[src/rtl/shutter_travel_position_tracker_macros.svh]
// Assertion macros used by the shutter travel tracker datapath.
`ifndef SHUTTER_TRAVEL_POSITION_TRACKER_MACROS_SVH
`define SHUTTER_TRAVEL_POSITION_TRACKER_MACROS_SVH

// Same-cycle implication, disabled while reset is low.
`define STP_ASSERT_IMP(label, clk, rst_n, ante, cons) \
    label: assert property (@(posedge clk) disable iff (!rst_n) (ante) |-> (cons)) \
        else $error("shutter tracker assertion failed");

// Next-cycle implication, disabled while reset is low.
`define STP_ASSERT_NXT(label, clk, rst_n, ante, cons) \
    label: assert property (@(posedge clk) disable iff (!rst_n) (ante) |=> (cons)) \
        else $error("shutter tracker assertion failed");

`endif

[src/rtl/stp_pkg.sv]
// Types and constants for the shutter travel position tracker.
package stp_pkg;

    localparam int TIME_W  = 32;
    localparam int POS_W   = 7;
    localparam int POWER_W = 16;
    localparam int FULL_W  = 8;
    localparam int DIV_W   = 12;
    localparam int SPAN_W  = 19;

    localparam logic [2:0] CMD_TICK  = 3'd0;
    localparam logic [2:0] CMD_RAISE = 3'd1;
    localparam logic [2:0] CMD_LOWER = 3'd2;
    localparam logic [2:0] CMD_STOP  = 3'd3;
    localparam logic [2:0] CMD_GOTO  = 3'd4;

    localparam logic [1:0] DIR_STOPPED = 2'd0;
    localparam logic [1:0] DIR_OPENING = 2'd1;
    localparam logic [1:0] DIR_CLOSING = 2'd2;

    localparam logic [1:0] ERR_NONE    = 2'd0;
    localparam logic [1:0] ERR_UNCAL   = 2'd1;
    localparam logic [1:0] ERR_RANGE   = 2'd2;

    localparam logic [1:0] REG_CALIBRATED  = 2'd0;
    localparam logic [1:0] REG_FULL_TRAVEL = 2'd1;
    localparam logic [1:0] REG_IDLE_POWER  = 2'd2;

    localparam logic [TIME_W-1:0] END_STOP_EXTRA_MS = 32'd2000;
    localparam logic [TIME_W-1:0] UNCAL_TRAVEL_MS   = 32'd100000;
    localparam logic [TIME_W-1:0] POWER_GRACE_MS    = 32'd2000;
    localparam logic [POS_W-1:0]  FULL_POSITION     = 7'd100;
    localparam logic [POS_W-1:0]  RESET_POSITION    = 7'd50;
    localparam logic [FULL_W-1:0] RESET_FULL_TRAVEL = 8'd20;
    localparam logic [POWER_W-1:0] RESET_IDLE_POWER = 16'd50;

    typedef enum logic [2:0] {
        S_IDLE,
        S_DECIDE,
        S_DIV,
        S_HALT,
        S_SPAN,
        S_START,
        S_OUT
    } t_state;

    typedef struct packed {
        logic               calibrated;
        logic [FULL_W-1:0]  full_s;
        logic [POWER_W-1:0] idle_thr;
    } t_cfg;

    typedef struct packed {
        logic load;
        logic div_start;
        logic halt;
        logic span;
        logic start;
        logic out_load;
    } t_dp_cmd;

    typedef struct packed {
        logic halt_req;
        logic div_done;
        logic out_busy;
    } t_dp_sts;

endpackage

[src/rtl/shutter_travel_position_tracker.sv]
// Top level of the roller shutter travel position tracker.
//
//  channel   | direction | handshake                | payload
//  s_axis    | in        | s_axis_tvalid/tready     | tdata target,now,power; tuser command
//  m_axis    | out       | m_axis_tvalid/tready     | tdata relays,position,state,error
//  apb       | in        | psel/penable/pwrite      | paddr, pwdata, prdata
//
// One transaction at a time; a transaction that stops a travel also runs the
// 32-step divider that turns elapsed time into percent.
// Reset is synchronous and active low; position 50, stopped, registers at defaults.
// A finished result waits in the output register while the next item is taken;
// the controller stalls before loading a new result until the old one leaves.
module shutter_travel_position_tracker
    import stp_pkg::*;
(
    input  logic        i_clk,
    input  logic        i_rst_n,
    input  logic        s_axis_tvalid,
    output logic        s_axis_tready,
    input  logic [55:0] s_axis_tdata,  // target_position[6:0], now_ms[38:7], motor_power[54:39]
    input  logic [2:0]  s_axis_tuser,  // command[2:0]
    output logic        m_axis_tvalid,
    input  logic        m_axis_tready,
    output logic [15:0] m_axis_tdata,  // relay_up[0], relay_down[1], position[8:2],
                                       // travel_state[10:9], error_code[12:11]
    input  logic        psel,
    input  logic        penable,
    input  logic        pwrite,
    input  logic [3:0]  paddr,
    input  logic [31:0] pwdata,
    output logic [31:0] prdata,
    output logic        pready
);

    t_cfg    r_cfg;
    t_dp_cmd w_cmd;
    t_dp_sts w_sts;
    logic    w_wr;

    assign pready = 1'b1;
    assign w_wr   = psel && penable && pwrite && pready;

    always_ff @(posedge i_clk) begin
        if (!i_rst_n) begin
            r_cfg.calibrated <= 1'b0;
            r_cfg.full_s     <= RESET_FULL_TRAVEL;
            r_cfg.idle_thr   <= RESET_IDLE_POWER;
        end else if (w_wr) begin
            unique case (paddr[3:2])
                REG_CALIBRATED:  r_cfg.calibrated <= pwdata[0];
                REG_FULL_TRAVEL: r_cfg.full_s     <= pwdata[FULL_W-1:0];
                REG_IDLE_POWER:  r_cfg.idle_thr   <= pwdata[POWER_W-1:0];
                default: ;
            endcase
        end
    end

    always_comb begin
        unique case (paddr[3:2])
            REG_CALIBRATED:  prdata = {31'b0, r_cfg.calibrated};
            REG_FULL_TRAVEL: prdata = {24'b0, r_cfg.full_s};
            REG_IDLE_POWER:  prdata = {16'b0, r_cfg.idle_thr};
            default:         prdata = '0;
        endcase
    end

    stp_ctrl u_ctrl (
        .i_clk      (i_clk),
        .i_rst_n    (i_rst_n),
        .i_s_tvalid (s_axis_tvalid),
        .o_s_tready (s_axis_tready),
        .i_sts      (w_sts),
        .o_cmd      (w_cmd)
    );

    stp_datapath u_dp (
        .i_clk      (i_clk),
        .i_rst_n    (i_rst_n),
        .i_cfg      (r_cfg),
        .i_cmd      (w_cmd),
        .o_sts      (w_sts),
        .i_command  (s_axis_tuser),
        .i_target   (s_axis_tdata[6:0]),
        .i_now      (s_axis_tdata[38:7]),
        .i_power    (s_axis_tdata[54:39]),
        .i_m_tready (m_axis_tready),
        .o_m_tvalid (m_axis_tvalid),
        .o_m_tdata  (m_axis_tdata)
    );

endmodule

[src/rtl/stp_div.sv]
// Restoring divider, one quotient bit per cycle.
module stp_div
    import stp_pkg::*;
(
    input  logic              i_clk,
    input  logic              i_rst_n,
    input  logic              i_start,
    input  logic [TIME_W-1:0] i_dividend,
    input  logic [DIV_W-1:0]  i_divisor,
    output logic              o_done,
    output logic [TIME_W-1:0] o_quotient
);

    localparam int CNT_W = $clog2(TIME_W);

    logic              r_busy;
    logic              r_done;
    logic [CNT_W-1:0]  r_cnt;
    logic [TIME_W-1:0] r_quo;
    logic [DIV_W-1:0]  r_rem;
    logic [DIV_W-1:0]  r_dvs;

    logic [DIV_W:0]    w_trial;
    logic [DIV_W:0]    w_sub;
    logic              w_ge;

    assign w_trial = {r_rem, r_quo[TIME_W-1]};
    assign w_ge    = w_trial >= {1'b0, r_dvs};
    assign w_sub   = w_trial - {1'b0, r_dvs};

    always_ff @(posedge i_clk) begin
        if (!i_rst_n) begin
            r_busy <= 1'b0;
            r_done <= 1'b0;
            r_cnt  <= '0;
        end else begin
            r_done <= r_busy && (r_cnt == '0);
            if (i_start) begin
                r_busy <= 1'b1;
                r_cnt  <= CNT_W'(TIME_W - 1);
            end else if (r_busy) begin
                r_cnt <= r_cnt - 1'b1;
                if (r_cnt == '0) begin
                    r_busy <= 1'b0;
                end
            end
        end
    end

    always_ff @(posedge i_clk) begin
        if (i_start) begin
            r_quo <= i_dividend;
            r_rem <= '0;
            r_dvs <= i_divisor;
        end else if (r_busy) begin
            r_quo <= {r_quo[TIME_W-2:0], w_ge};
            r_rem <= w_ge ? w_sub[DIV_W-1:0] : w_trial[DIV_W-1:0];
        end
    end

    assign o_done     = r_done;
    assign o_quotient = r_quo;

endmodule

[src/rtl/stp_datapath.sv]
// Datapath: travel state, position update, deadline arithmetic and result register.
`include "shutter_travel_position_tracker_macros.svh"

module stp_datapath
    import stp_pkg::*;
(
    input  logic               i_clk,
    input  logic               i_rst_n,
    input  t_cfg               i_cfg,
    input  t_dp_cmd            i_cmd,
    output t_dp_sts            o_sts,
    input  logic [2:0]         i_command,
    input  logic [POS_W-1:0]   i_target,
    input  logic [TIME_W-1:0]  i_now,
    input  logic [POWER_W-1:0] i_power,
    input  logic               i_m_tready,
    output logic               o_m_tvalid,
    output logic [15:0]        o_m_tdata
);

    logic [2:0]         r_command;
    logic [POS_W-1:0]   r_target;
    logic [TIME_W-1:0]  r_now;
    logic [POWER_W-1:0] r_power;

    logic [POS_W-1:0]   r_pos,      n_pos;
    logic [1:0]         r_dir,      n_dir;
    logic [TIME_W-1:0]  r_start,    n_start;
    logic [TIME_W-1:0]  r_deadline, n_deadline;

    logic [SPAN_W-1:0]  r_span,   n_span;
    logic [1:0]         r_sdir,   n_sdir;
    logic               r_send,   n_send;
    logic               r_sbegin, n_sbegin;

    logic               r_out_valid;
    logic               r_relay_up;
    logic               r_relay_down;
    logic [POS_W-1:0]   r_out_pos;
    logic [1:0]         r_out_state;
    logic [1:0]         r_out_err;

    logic [FULL_W-1:0]  w_full;
    logic [DIV_W-1:0]   w_div;
    logic [TIME_W-1:0]  w_elapsed;
    logic               w_moving;
    logic               w_goto_ok;
    logic               w_halt_req;
    logic               w_div_done;
    logic [TIME_W-1:0]  w_quo;
    logic [POS_W-1:0]   w_room;
    logic [POS_W-1:0]   w_tgt;
    logic [POS_W-1:0]   w_dist;
    logic [TIME_W-1:0]  w_offset;
    logic [1:0]         w_err;

    assign w_full    = (i_cfg.full_s == '0) ? FULL_W'(1) : i_cfg.full_s;
    assign w_div     = (DIV_W'(w_full) << 3) + (DIV_W'(w_full) << 1);
    assign w_elapsed = r_now - r_start;
    assign w_moving  = r_dir != DIR_STOPPED;
    assign w_goto_ok = i_cfg.calibrated && (r_target <= FULL_POSITION);
    assign w_room    = FULL_POSITION - r_pos;

    stp_div u_div (
        .i_clk      (i_clk),
        .i_rst_n    (i_rst_n),
        .i_start    (i_cmd.div_start),
        .i_dividend (w_elapsed),
        .i_divisor  (w_div),
        .o_done     (w_div_done),
        .o_quotient (w_quo)
    );

    always_comb begin
        unique case (r_command)
            CMD_TICK: begin
                w_halt_req = w_moving && ((r_now > r_deadline) ||
                             ((w_elapsed > POWER_GRACE_MS) && (r_power < i_cfg.idle_thr)));
            end
            CMD_RAISE, CMD_LOWER, CMD_STOP: w_halt_req = w_moving;
            CMD_GOTO: w_halt_req = w_moving && w_goto_ok;
            default:  w_halt_req = 1'b0;
        endcase
    end

    always_comb begin
        if (r_command != CMD_GOTO) begin
            w_err = ERR_NONE;
        end else if (!i_cfg.calibrated) begin
            w_err = ERR_UNCAL;
        end else if (r_target > FULL_POSITION) begin
            w_err = ERR_RANGE;
        end else begin
            w_err = ERR_NONE;
        end
    end

    always_comb begin
        n_pos      = r_pos;
        n_dir      = r_dir;
        n_start    = r_start;
        n_deadline = r_deadline;
        n_span     = r_span;
        n_sdir     = r_sdir;
        n_send     = r_send;
        n_sbegin   = r_sbegin;
        w_tgt      = r_target;
        w_dist     = '0;
        w_offset   = UNCAL_TRAVEL_MS;

        if (i_cmd.halt) begin
            if (i_cfg.calibrated && (r_dir == DIR_OPENING)) begin
                n_pos = (w_quo >= TIME_W'(w_room)) ? FULL_POSITION : r_pos + w_quo[POS_W-1:0];
            end else if (i_cfg.calibrated && (r_dir == DIR_CLOSING)) begin
                n_pos = (w_quo >= TIME_W'(r_pos)) ? '0 : r_pos - w_quo[POS_W-1:0];
            end else begin
                n_pos = RESET_POSITION;
            end
            n_dir = DIR_STOPPED;
        end

        if (i_cmd.span) begin
            unique case (r_command)
                CMD_RAISE: begin
                    w_tgt    = FULL_POSITION;
                    n_sdir   = DIR_OPENING;
                    n_sbegin = 1'b1;
                end
                CMD_LOWER: begin
                    w_tgt    = '0;
                    n_sdir   = DIR_CLOSING;
                    n_sbegin = 1'b1;
                end
                CMD_GOTO: begin
                    w_tgt    = r_target;
                    n_sdir   = (r_target > r_pos) ? DIR_OPENING : DIR_CLOSING;
                    n_sbegin = w_goto_ok && (r_target != r_pos);
                end
                default: begin
                    n_sdir   = DIR_STOPPED;
                    n_sbegin = 1'b0;
                end
            endcase
            w_dist = (n_sdir == DIR_OPENING) ? w_tgt - r_pos : r_pos - w_tgt;
            n_span = SPAN_W'(w_div) * SPAN_W'(w_dist);
            n_send = ((n_sdir == DIR_OPENING) && (w_tgt == FULL_POSITION)) ||
                     ((n_sdir == DIR_CLOSING) && (w_tgt == '0));
        end

        if (i_cmd.start && r_sbegin) begin
            if (i_cfg.calibrated) begin
                w_offset = TIME_W'(r_span) + (r_send ? END_STOP_EXTRA_MS : '0);
            end
            n_start    = r_now;
            n_deadline = r_now + w_offset;
            n_dir      = r_sdir;
        end
    end

    always_ff @(posedge i_clk) begin
        if (!i_rst_n) begin
            r_pos       <= RESET_POSITION;
            r_dir       <= DIR_STOPPED;
            r_start     <= '0;
            r_deadline  <= '0;
            r_out_valid <= 1'b0;
        end else begin
            r_pos      <= n_pos;
            r_dir      <= n_dir;
            r_start    <= n_start;
            r_deadline <= n_deadline;
            if (i_cmd.out_load) begin
                r_out_valid <= 1'b1;
            end else if (i_m_tready) begin
                r_out_valid <= 1'b0;
            end
        end
    end

    always_ff @(posedge i_clk) begin
        r_span   <= n_span;
        r_sdir   <= n_sdir;
        r_send   <= n_send;
        r_sbegin <= n_sbegin;
        if (i_cmd.load) begin
            r_command <= i_command;
            r_target  <= i_target;
            r_now     <= i_now;
            r_power   <= i_power;
        end
        if (i_cmd.out_load) begin
            r_relay_up   <= r_dir == DIR_OPENING;
            r_relay_down <= r_dir == DIR_CLOSING;
            r_out_pos    <= r_pos;
            r_out_state  <= r_dir;
            r_out_err    <= w_err;
        end
    end

    assign o_sts.halt_req = w_halt_req;
    assign o_sts.div_done = w_div_done;
    assign o_sts.out_busy = r_out_valid && !i_m_tready;

    assign o_m_tvalid = r_out_valid;
    assign o_m_tdata  = {3'b000, r_out_err, r_out_state, r_out_pos, r_relay_down, r_relay_up};

    `STP_ASSERT_IMP(a_relays_exclusive, i_clk, i_rst_n, r_out_valid, !(r_relay_up && r_relay_down))
    `STP_ASSERT_IMP(a_pos_in_range, i_clk, i_rst_n, 1'b1, r_pos <= FULL_POSITION)
    `STP_ASSERT_IMP(a_load_when_free, i_clk, i_rst_n, i_cmd.out_load, !o_sts.out_busy)
    `STP_ASSERT_NXT(a_halt_stops, i_clk, i_rst_n, i_cmd.halt, r_dir == DIR_STOPPED)

endmodule

[src/rtl/stp_ctrl.sv]
// Controller: sequences one transaction through the datapath.
module stp_ctrl
    import stp_pkg::*;
(
    input  logic    i_clk,
    input  logic    i_rst_n,
    input  logic    i_s_tvalid,
    output logic    o_s_tready,
    input  t_dp_sts i_sts,
    output t_dp_cmd o_cmd
);

    t_state r_state, n_state;

    always_ff @(posedge i_clk) begin
        if (!i_rst_n) begin
            r_state <= S_IDLE;
        end else begin
            r_state <= n_state;
        end
    end

    always_comb begin
        n_state    = r_state;
        o_cmd      = '0;
        o_s_tready = 1'b0;
        unique case (r_state)
            S_IDLE: begin
                o_s_tready = 1'b1;
                if (i_s_tvalid) begin
                    o_cmd.load = 1'b1;
                    n_state    = S_DECIDE;
                end
            end
            S_DECIDE: begin
                if (i_sts.halt_req) begin
                    o_cmd.div_start = 1'b1;
                    n_state         = S_DIV;
                end else begin
                    n_state = S_SPAN;
                end
            end
            S_DIV: begin
                if (i_sts.div_done) begin
                    n_state = S_HALT;
                end
            end
            S_HALT: begin
                o_cmd.halt = 1'b1;
                n_state    = S_SPAN;
            end
            S_SPAN: begin
                o_cmd.span = 1'b1;
                n_state    = S_START;
            end
            S_START: begin
                o_cmd.start = 1'b1;
                n_state     = S_OUT;
            end
            S_OUT: begin
                if (!i_sts.out_busy) begin
                    o_cmd.out_load = 1'b1;
                    n_state        = S_IDLE;
                end
            end
            default: n_state = S_IDLE;
        endcase
    end

endmodule
[config.mk]
export PLATFORM = sky130hd
export DESIGN_NAME = shutter_travel_position_tracker
export DESIGN_NICKNAME = d
export VERILOG_FILES = /design/src/rtl/stp_pkg.sv /design/src/rtl/shutter_travel_position_tracker.sv /design/src/rtl/stp_div.sv /design/src/rtl/stp_datapath.sv /design/src/rtl/stp_ctrl.sv
export VERILOG_INCLUDE_DIRS = /design/src /design/src/rtl
export SDC_FILE = /design/constraint.sdc
export NUM_CORES = 1
export LEC_CHECK = 0
export BUFFER_PORTS_ARGS = -buffer_cell sky130_fd_sc_hd__buf_4
export CAP_MARGIN = 5
export CORE_MARGIN = 4
export CORE_UTILIZATION = 50
export CTS_BUF_LIST = sky130_fd_sc_hd__clkbuf_2
export DETAILED_ROUTE_END_ITERATION = 8
export HOLD_SLACK_MARGIN = 0.05
export PLACE_DENSITY = 0.66
export SLEW_MARGIN = 20
export SYNTH_ARGS = -nofsm -noshare
export SYNTH_HDL_FRONTEND = slang
export SYNTH_SLANG_ARGS = --single-unit
[constraint.sdc]
create_clock -name i_clk -period 10.8 [get_ports i_clk]
set_input_delay 0.54 -clock i_clk [delete_from_list [all_inputs] [get_ports i_clk]]
set_output_delay 0.54 -clock i_clk [all_outputs]
set_load 0.01 [all_outputs]
# Yosys cells after proc, flatten, opt, wreduce, memory -nomap -nowiden
# Index checks and enable logic that the tools add are counted.
# totals
out_inout_bits	51
elab_cells	153
register_bits	259
inputBits	102
# classes
n_mux	46
bitwise	1
multipliers	1
n_reduce_logical	34
magnitude_cmp	9
n_eq_ne	22
n_addsub	11
# op_table
operator	count
two-way mux 32 bit	4
greater-or-equal comparator 32 x 7 -> 1 bit	2
one-hot mux 16 bit (3 select lines)	1
two-way mux 7 bit	6
adder 19 x 32 -> 32 bit	1
adder 32 bit	1
> comparator 32 x 11 -> 1 bit, second input constant	1
> comparator 32 bit	1
subtractor 32 bit	1
one-hot mux 3 bit (7 select lines)	1
subtractor 7 bit	3
multiplier 12 x 7 -> 19 bit	1
less-than comparator 16 bit	1
two-way mux 1 bit	16
logical AND 1 bit	14
one-hot mux 7 bit (2 select lines)	1
greater-or-equal comparator 13 x 12 -> 1 bit	1
adder 11 x 9 -> 12 bit	1
equality test 3 x 2 -> 1 bit, second input constant	4
equality test 3 bit, second input constant	4
two-way mux 12 bit	1
two-way mux 3 bit	4
subtractor 12 bit	1
two-way mux 11 bit	1
other kinds (33)	52

# Logic depth before layout (Yosys ltp)
# Gate-level depths: netlist of run 1.
# depth
ltp_word	9
mapped_depth	36
ltp_nobuf	33

# Hierarchy
# Synthesis of run 1 repeated with hierarchy kept, for this count alone.
# hier_totals
cells_unflattened	2128
area_unflattened_um2	19392.3
# modules_own_cells
module	cells_per_inst	area_each_um2	seq_area_each_um2	instances
stp_datapath	1682	14515.2	4254.1	1
stp_div	269	3324.4	1701.6	1
shutter_travel_position_tracker	150	1347.5	500.5	1
stp_ctrl	27	205.2	60.1	1

# Least setup slack after synthesis of run 1
# Ideal clock, no wire load.
# synth_timing
path_kind	register to register
start	register u_dp.r_pos[1]
end	register u_dp.r_span[17] (data pin)
n_path_buf	1
synth_period_minus_slack_ps	7901
setup_ps	258
setup_slack_ps	2899
path_stages_with_launch	33
required_time_ps	10542
t_arrival_ps	7644
path_cell_list	dfxtp_1 > inv_1 > ha_1 > nor2b_1 > o21a_1 > o21a_1 > o21a_1 > o21ai_0 > a21oi_1 > o21ai_1 > mux2_2 > a221oi_1 > xnor2_1 > clkbuf_1 > or2_2 > fa_1 > fa_1 > inv_1 > fa_1 > inv_1 > fa_1 > inv_1 > ha_1 > inv_1 > o21bai_1 > a21oi_1 > o21ai_0 > a21oi_1 > o21ai_0 > o41ai_1 > o21bai_1 > a21oi_1 > xnor2_1
# synth_between
elab_chain_len	7
elab_cells_between_ends	9
cone_classes	add/sub (2); mul (1); order compare (1); eq/ne (1); mux (4)
# synth_lines
element	line_no	source
start, declared	stp_datapath.sv:26	logic [POS_W-1:0] r_pos, n_pos;
start signal, assigned	stp_datapath.sv:168	r_pos <= n_pos;
> comparator 7 bit	stp_datapath.sv:136	n_sdir = (r_target > r_pos) ? DIR_OPENING : DIR_CLOSING;
two-way mux 2 bit	stp_datapath.sv:136	
one-hot mux 2 bit (3 select lines)	stp_datapath.sv:123	unique case (r_command)
two-way mux 2 bit	stp_datapath.sv:122	if (i_cmd.span) begin
equality test 2 x 1 -> 1 bit	stp_datapath.sv:144	w_dist = (n_sdir == DIR_OPENING) ? w_tgt - r_pos : r_pos - w_tgt;
two-way mux 7 bit (*)	stp_datapath.sv:144	
multiplier 12 x 7 -> 19 bit (*)	stp_datapath.sv:145	n_span = SPAN_W'(w_div) * SPAN_W'(w_dist);
end signal, assigned	stp_datapath.sv:181	r_span <= n_span;
end, declared	stp_datapath.sv:31	logic [SPAN_W-1:0] r_span, n_span;
# Mark *: on every way between the ends. The rest lies on a longest branch, timed or not. The select of a mux whose other input is x is not followed.
# A chain may end at the register's enable or synchronous reset.

# Worst setup path after layout of run 1
# Same ends and word-level chain as after synthesis.

==> results of run 1 <==
cell usage in the layout (no fill, tap or decap), types with 7 or more instances in the layout:
| master | netlist | routed |
|---|---|---|
| nor2b_1 | 38 | 37 |
| dfxtp_1 | 120 | 120 |
| nor3_1 | 40 | 40 |
| mux2i_1 | 24 | 24 |
| nor4_1 | 16 | 16 |
| o21a_1 | 15 | 15 |
| xor2_1 | 29 | 29 |
| dlygate4sd3_1 | 0 | 92 |
| nor2_1 | 170 | 170 |
| or4_1 | 7 | 7 |
| clkbuf_2 | 0 | 107 |
| inv_1 | 225 | 225 |
| fa_1 | 52 | 52 |
| clkinv_1 | 1 | 22 |
| o21ai_0 | 79 | 79 |
| nand3_1 | 42 | 41 |
| or2_2 | 13 | 13 |
| nand2b_1 | 40 | 40 |
| a21oi_1 | 171 | 171 |
| xnor2_1 | 56 | 56 |
| or3_1 | 11 | 11 |
| a2111oi_0 | 11 | 11 |
| nand4_1 | 19 | 19 |
| buf_4 | 22 | 128 |
| and2_1 | 20 | 19 |
| o21bai_1 | 13 | 13 |
| conb_1 | 2 | 20 |
| and3_1 | 19 | 18 |
| a22o_1 | 7 | 7 |
| a21o_1 | 46 | 46 |
| nand2_1 | 209 | 209 |
| ha_1 | 200 | 200 |
| mux2_4 | 14 | 14 |
| a31oi_1 | 8 | 8 |
| a211oi_1 | 23 | 23 |
| edfxtp_1 | 136 | 136 |
| o211ai_1 | 14 | 14 |
final cells by class:
type / count / area, um^2
flip-flops and latches: 256 / 6490
well taps: 504 / 631
clock inverters: 33 / 176
repair buffers: 220 / 1880
diodes: 1 / 2.50
clock buffers: 107 / 536
fillers: 3257 / 15200
inverters: 227 / 852
multi-input cells: 1533 / 11100
power groups by stage:
stage	sequential (uW)	combinational, uW	clock (uW)
after floorplan	1160	766	0
after global placement	1180	963	0
after detailed placement	1190	984	0
after CTS	1160	1010	783
after global routing	1170	1160	837
final	1170	1010	757
metrics by stage:
| stage | setup slack (ns) | utilization (%) | instance area, um^2 | total power, uW | hold WS (ns) |
|---|---|---|---|---|---|
| floorplan | 2.90 | - | 18900 | 1930 | 0.432 |
| global placement | 2.18 | 54.2 | 20000 | 2150 | 0.441 |
| detailed placement | 2.07 | 54.2 | 20000 | 2170 | 0.446 |
| CTS | 2.05 | 58.7 | 21600 | 2960 | 0.0918 |
| global route | 1.32 | 58.7 | 21600 | 3170 | 0.135 |
| finish | 2.09 | 58.7 | 21600 | 2940 | 0.193 |
repair_timing:
action,4_1_cts,5_1_grt
endpoints found under the hold margin,92,0
hold buffers,92,0
buffers inserted,0,0
worst paths after layout:
check / end / start / cells past startpoint / slack, ns
worst max-delay path: u_dp.r_span[17] / u_dp.r_pos[1] / 32 / 2.09
worst min-delay path: r_cfg[9] / penable / 5 / 0.19
worst max register to register: u_dp.r_span[17] / u_dp.r_pos[1] / 32 / 2.09
worst min register to register: u_dp.r_deadline[15] / u_dp.r_deadline[15] / 2 / 0.46
synthesized netlist by cell type, types with 6 or more instances:
cell	number	area, um^2
o2bb2ai_1	6	52.6
nor2_1	170	638
nor3b_1	6	45.0
inv_1	225	845
or2_2	13	81.3
nand2b_1	40	250
and2_1	20	125
o211ai_1	14	105
ha_1	200	2500
or4_1	7	52.6
nand2_1	209	785
fa_1	52	1040
buf_1	7	26.3
clkbuf_1	65	244
and3_1	19	119
a311oi_1	6	52.6
a31oi_1	8	50.1
nor4_1	16	100
a2111oi_0	11	96.3
nor2b_1	38	238
o41ai_1	6	52.6
edfxtp_1	136	4080
nor3_1	40	200
mux2i_1	24	240
a21o_1	46	345
mux2_4	14	210
a211oi_1	23	173
dfxtp_1	120	2400
nand3_1	42	210
a21oi_1	171	856
or3_1	11	68.8
xnor2_1	56	490
buf_4	22	165
o21ai_0	79	395
o21a_1	15	113
xor2_1	29	254
a22o_1	7	61.3
nand4_1	19	119
o21bai_1	13	97.6
critical path, delay by kind of cell, from the launching register on:
family	cells	cell delay, ns
fa+ha+maj	6	2.78
flops	1	0.59
xor+xnor	2	0.21
mux	1	0.42
buf+inv	6	0.68
simple gates	2	0.43
compound gates	15	3.35
state kept, by name, summed over array words and instances (netlist names), 7 cells and up:
name	count
r_cfg	25
u_dp.r_deadline	32
u_dp.r_now	32
u_dp.r_out_pos	7
u_dp.r_pos	7
u_dp.r_power	16
u_dp.r_span	18
u_dp.r_start	31
u_dp.r_target	7
u_dp.u_div.o_quotient	32
u_dp.u_div.r_dvs	11
u_dp.u_div.r_rem	12
cells by family after synthesis:
group           Yosys count  share of synthesized area (%)
simple gates            664                           16.8
compound gates          468                           16.0
buf+inv                 328                           7.10
flops                   256                           34.5
fa+ha+maj               253                           18.9
xor+xnor                 85                           3.96
mux                      43                           2.70
other cells               2                         0.0400
routing by layer:
| metal | share of wire, % | GRT usage, % | up-vias | wire length [um] |
|---|---|---|---|---|
| li1 | - | - | 7769 | - |
| met1 | 44 | 30.3 | 7445 | 21400 |
| met2 | 46 | 37.6 | 447 | 22400 |
| met3 | 6.3 | 5.26 | 83 | 3040 |
| met4 | 2.8 | 8.76 | 0 | 1330 |
| met5 | 0 | 0 | - | 0 |
==> flow_summary.ini, run 1 <==
[power]
p_switching_uw = 1090
power_frac_seq_pct = 39.7
power.share.switching_pct = 37.3
clkPwrFrac_pct = 25.8
irDropWorstVdd_v = 0.0000812
power.internal_uw = 1840
p_leak_uw = 0.00902
p_per_area_nw_per_um2 = 136
comb_power_share_pct = 34.5

[timing]
setup_violations = 0
maxSlewHeadroom_pct = 30.5
finalSetupTns_ns = 0
drv_slew = 0
tightest_slew_ns = 1.04
clock.fmax_mhz = 115
fin_crit_ns = 8.71
skew_ns = 0.128
fin_crit_sh_pct = 80.7
hold_viol_final = 0
rsz0062_at_grt = no

[run]
cap_violations = 0

[synth]
synthArstFlopShare_pct = 0
ys.flop_type = edfxtp_1
avgSynthCellArea_um2 = 8.95
ys_ff_latch = 256
seq_area_frac_synth_pct = 34.5
synth_cells = 2099
ys_warn_count = 0
synthDistinctLibCells = 84
synth_area_um2 = 18800
synth_edf_count = 136

[drt]
routed_via_density = 5.46
num_vias = 15700
ant_nets = 0
drt-wirelength-per-cell_um = 16.7
drc = 0
drt_iter0_drc = 804
first_pass_iters = 5
drt-total-wl_um = 48200

[critical_path]
cp_data_required_time_ns = 11.50
cp_max_fo = 11
crit_slowest_cell = o21ai_1
cp_common_cell = inv_1
worstSetupPathType = flop to flop
arrival_ns = 9.41
max_stage_delay_ns = 0.75
worst_setup_path_end_kind = flop
startpoint_type = flop

[placed_design]
dpl.cell_count = 2648
gp_congestion = 0.884
dp_hpwl_um = 34800
port_buffers = 113

[cts]
clk_pin_slew_ns = 0.11
cts_tree = built
cts_resized = 0
cts.path.max_buffers = 3
clock_latency_ns = 0.99
clock-sinks = 256
cts_root_buf = clkbuf_2
h-tree-depth = 3
cts_buffers = 75

[final_layout]
area_delta_synth_final_pct = 15.1
drive_gt1_share_pct = 12.7
layout.cells.non_filler = 2881
fin_nets = 2667

[grt]
grt_pass1_wl_um = 77900
antenna_found_initial = 1
grt_pass1_vias = 15400
overflow = 0
grt_max_degree = 77
grt_usage_pct = 23.2

[die]
die_w_um = 202
initial_utilization_pct = 51.0
core-area_um2 = 36900
die_area_um2 = 40800
fp-row-count = 70
fp.dieH_um = 202
io_pins = 153

[hold_path]
hp-class = input pin to flop

[outcome]
status = complete, no violations
(Power assumes the default switching activity.)
==> run 2: changes to the inputs <==
Settings changed: PLACE_DENSITY 0.66 to 0.69.
Clock period 10.8 ns to 7.95 ns, I/O delays scaled along.
==> flow_summary.ini, run 2 (synthesis gave the netlist of run 1 again) <==
[drt]
routed_via_density = 5.47
first_pass_iters = 5
ant_nets = 0
drc = 0
drt-total-wl_um = 48300
num_vias = 15800
drt-wirelength-per-cell_um = 16.7
drt_iter0_drc = 1028

[critical_path]
arrival_ns = 8.09
reg2regPathDepth = 31
crit_slowest_cell = fa_1
worst_setup_path_end_kind = flop
max_stage_delay_ns = 0.56
critical_path_depth = 31
crit_family = adder cells
cp_data_required_time_ns = 8.60
worstSetupPathType = flop to flop
cp_common_cell = inv_1
worstPathBufferInverterCount = 5
cp_max_fo = 6
startpoint_type = flop

[timing]
clock.fmax_mhz = 134
hold_viol_final = 0
skew_ns = 0.0974
fin_crit_ns = 7.45
setup_violations = 0
fin_crit_sh_pct = 93.7
rsz0062_at_grt = no
drv_slew = 0
maxSlewHeadroom_pct = 25.2
finalSetupTns_ns = 0
tightest_slew_ns = 1.12

[final_layout]
final_common_cell = inv_1
final_cell_mix = inv_1 (225), nand2_1 (209), ha_1 (200)
drive_gt1_share_pct = 13.4
area_delta_synth_final_pct = 15.9
fin_nets = 2683

[power]
p_leak_uw = 0.00908
p_per_area_nw_per_um2 = 181
irDropWorstVdd_v = 0.000124
p_total_uw = 3940

[die]
fp.dieH_um = 202
core-area_um2 = 36900
initial_utilization_pct = 51.0
die_area_um2 = 40800
io_pins = 153
fp-row-count = 70
die_w_um = 202

[cts]
cts_tree = built
clock-sinks = 256
cts_buffers = 71
clk_pin_slew_ns = 0.12
cts.path.max_buffers = 3
h-tree-depth = 3
cts_root_buf = clkbuf_2
clock_latency_ns = 0.98

[run]
cap_violations = 0

[hold_path]
whs_path_depth = 2
hp-class = input pin to flop

[placed_design]
dp_hpwl_um = 35000
port_buffers = 113
gp_congestion = 0.906

[grt]
overflow = 0
grt_pass1_vias = 15500
grt_pass1_wl_um = 78100
grt_usage_pct = 23.2
grt_max_degree = 97
antenna_found_initial = 1

[outcome]
status = complete, no violations
## run 2: changes by cell type in the layout (fill, tap and decap cells not counted), moves of 2 or more
cell / previous run / this run
clkbuf_2: 107 / 104
clkinv_1: 22 / 17
o41ai_2: 0 / 2
dlygate4sd3_1: 92 / 97
buf_4: 128 / 143
o41ai_1: 6 / 4
## run 2: path summary, 6_finish.rpt
path | start | endpoint | slack [ns]
max | u_dp.r_pos[1] | u_dp.r_span[17] | 0.50
min reg2reg | u_dp.r_deadline[17] | u_dp.r_deadline[17] | 0.45
max reg2reg | u_dp.r_pos[1] | u_dp.r_span[17] | 0.50
min | s_axis_tdata[31] | u_dp.r_now[24] | 0.14
## run 2: layer usage
layer  vias to the layer above  global-route usage [%]  wire length, um
li1                       7787                       -                -
met1                      7488                    31.5            21900
met2                       467                    37.5            22200
met3                        86                    3.99             2830
met4                         0                    8.03             1340
met5                         -                       0                0
## run 2: power by group
| group | internal [uW] | switching [uW] |
|---|---|---|
| Clock | 357 | 601 |
| Sequential | 1510 | 72.2 |
| Combinational | 609 | 793 |
## run 2: stage by stage
| step | util, % | cells | hold WS (ns) | instance area, um^2 | setup slack [ns] |
|---|---|---|---|---|---|
| 2_1_floorplan | - | 2117 | 0.432 | 18900 | 0.0485 |
| 3_3_place_gp | 54.5 | 2662 | 0.441 | 20100 | 0.344 |
| 3_5_place_dp | 54.5 | 2662 | 0.443 | 20100 | 0.337 |
| 4_1_cts | 58.9 | 2890 | 0.0501 | 21700 | 0.320 |
| 5_1_grt | 59.1 | 2892 | 0.0784 | 21800 | 0.0442 |
| 6_report | 59.1 | 2892 | 0.137 | 21800 | 0.501 |
## run 2: cell type report
cell class | instances | area (um^2)
clock buffer | 104 | 520
inverter | 227 | 852
multi-input combinational | 1533 | 11100
clock inverter | 27 | 126
timing repair buffer | 240 | 2040
sequential | 256 | 6490
fill | 3196 | 15100
tap | 504 | 631
antenna | 1 | 2.50
## run 2: worst register-to-register path: cells and delay by family, from the launching register on
kind / cells / cell delay, ns
flip-flops: 1 / 0.33
XOR/XNOR: 2 / 0.21
buffers and inverters: 5 / 0.37
multiplexers: 1 / 0.37
AND/OR/NAND/NOR: 2 / 0.44
adder cells (fa/ha/maj): 6 / 2.78
AO/OA/AOI/OAI: 15 / 2.68
## run 2: repair_timing
action,4_1_cts,5_1_grt
resized for setup,0,5
endpoints found under the setup margin,0,4
hold buffers,97,0
buffers inserted,0,1
hold endpoints to repair,93,0
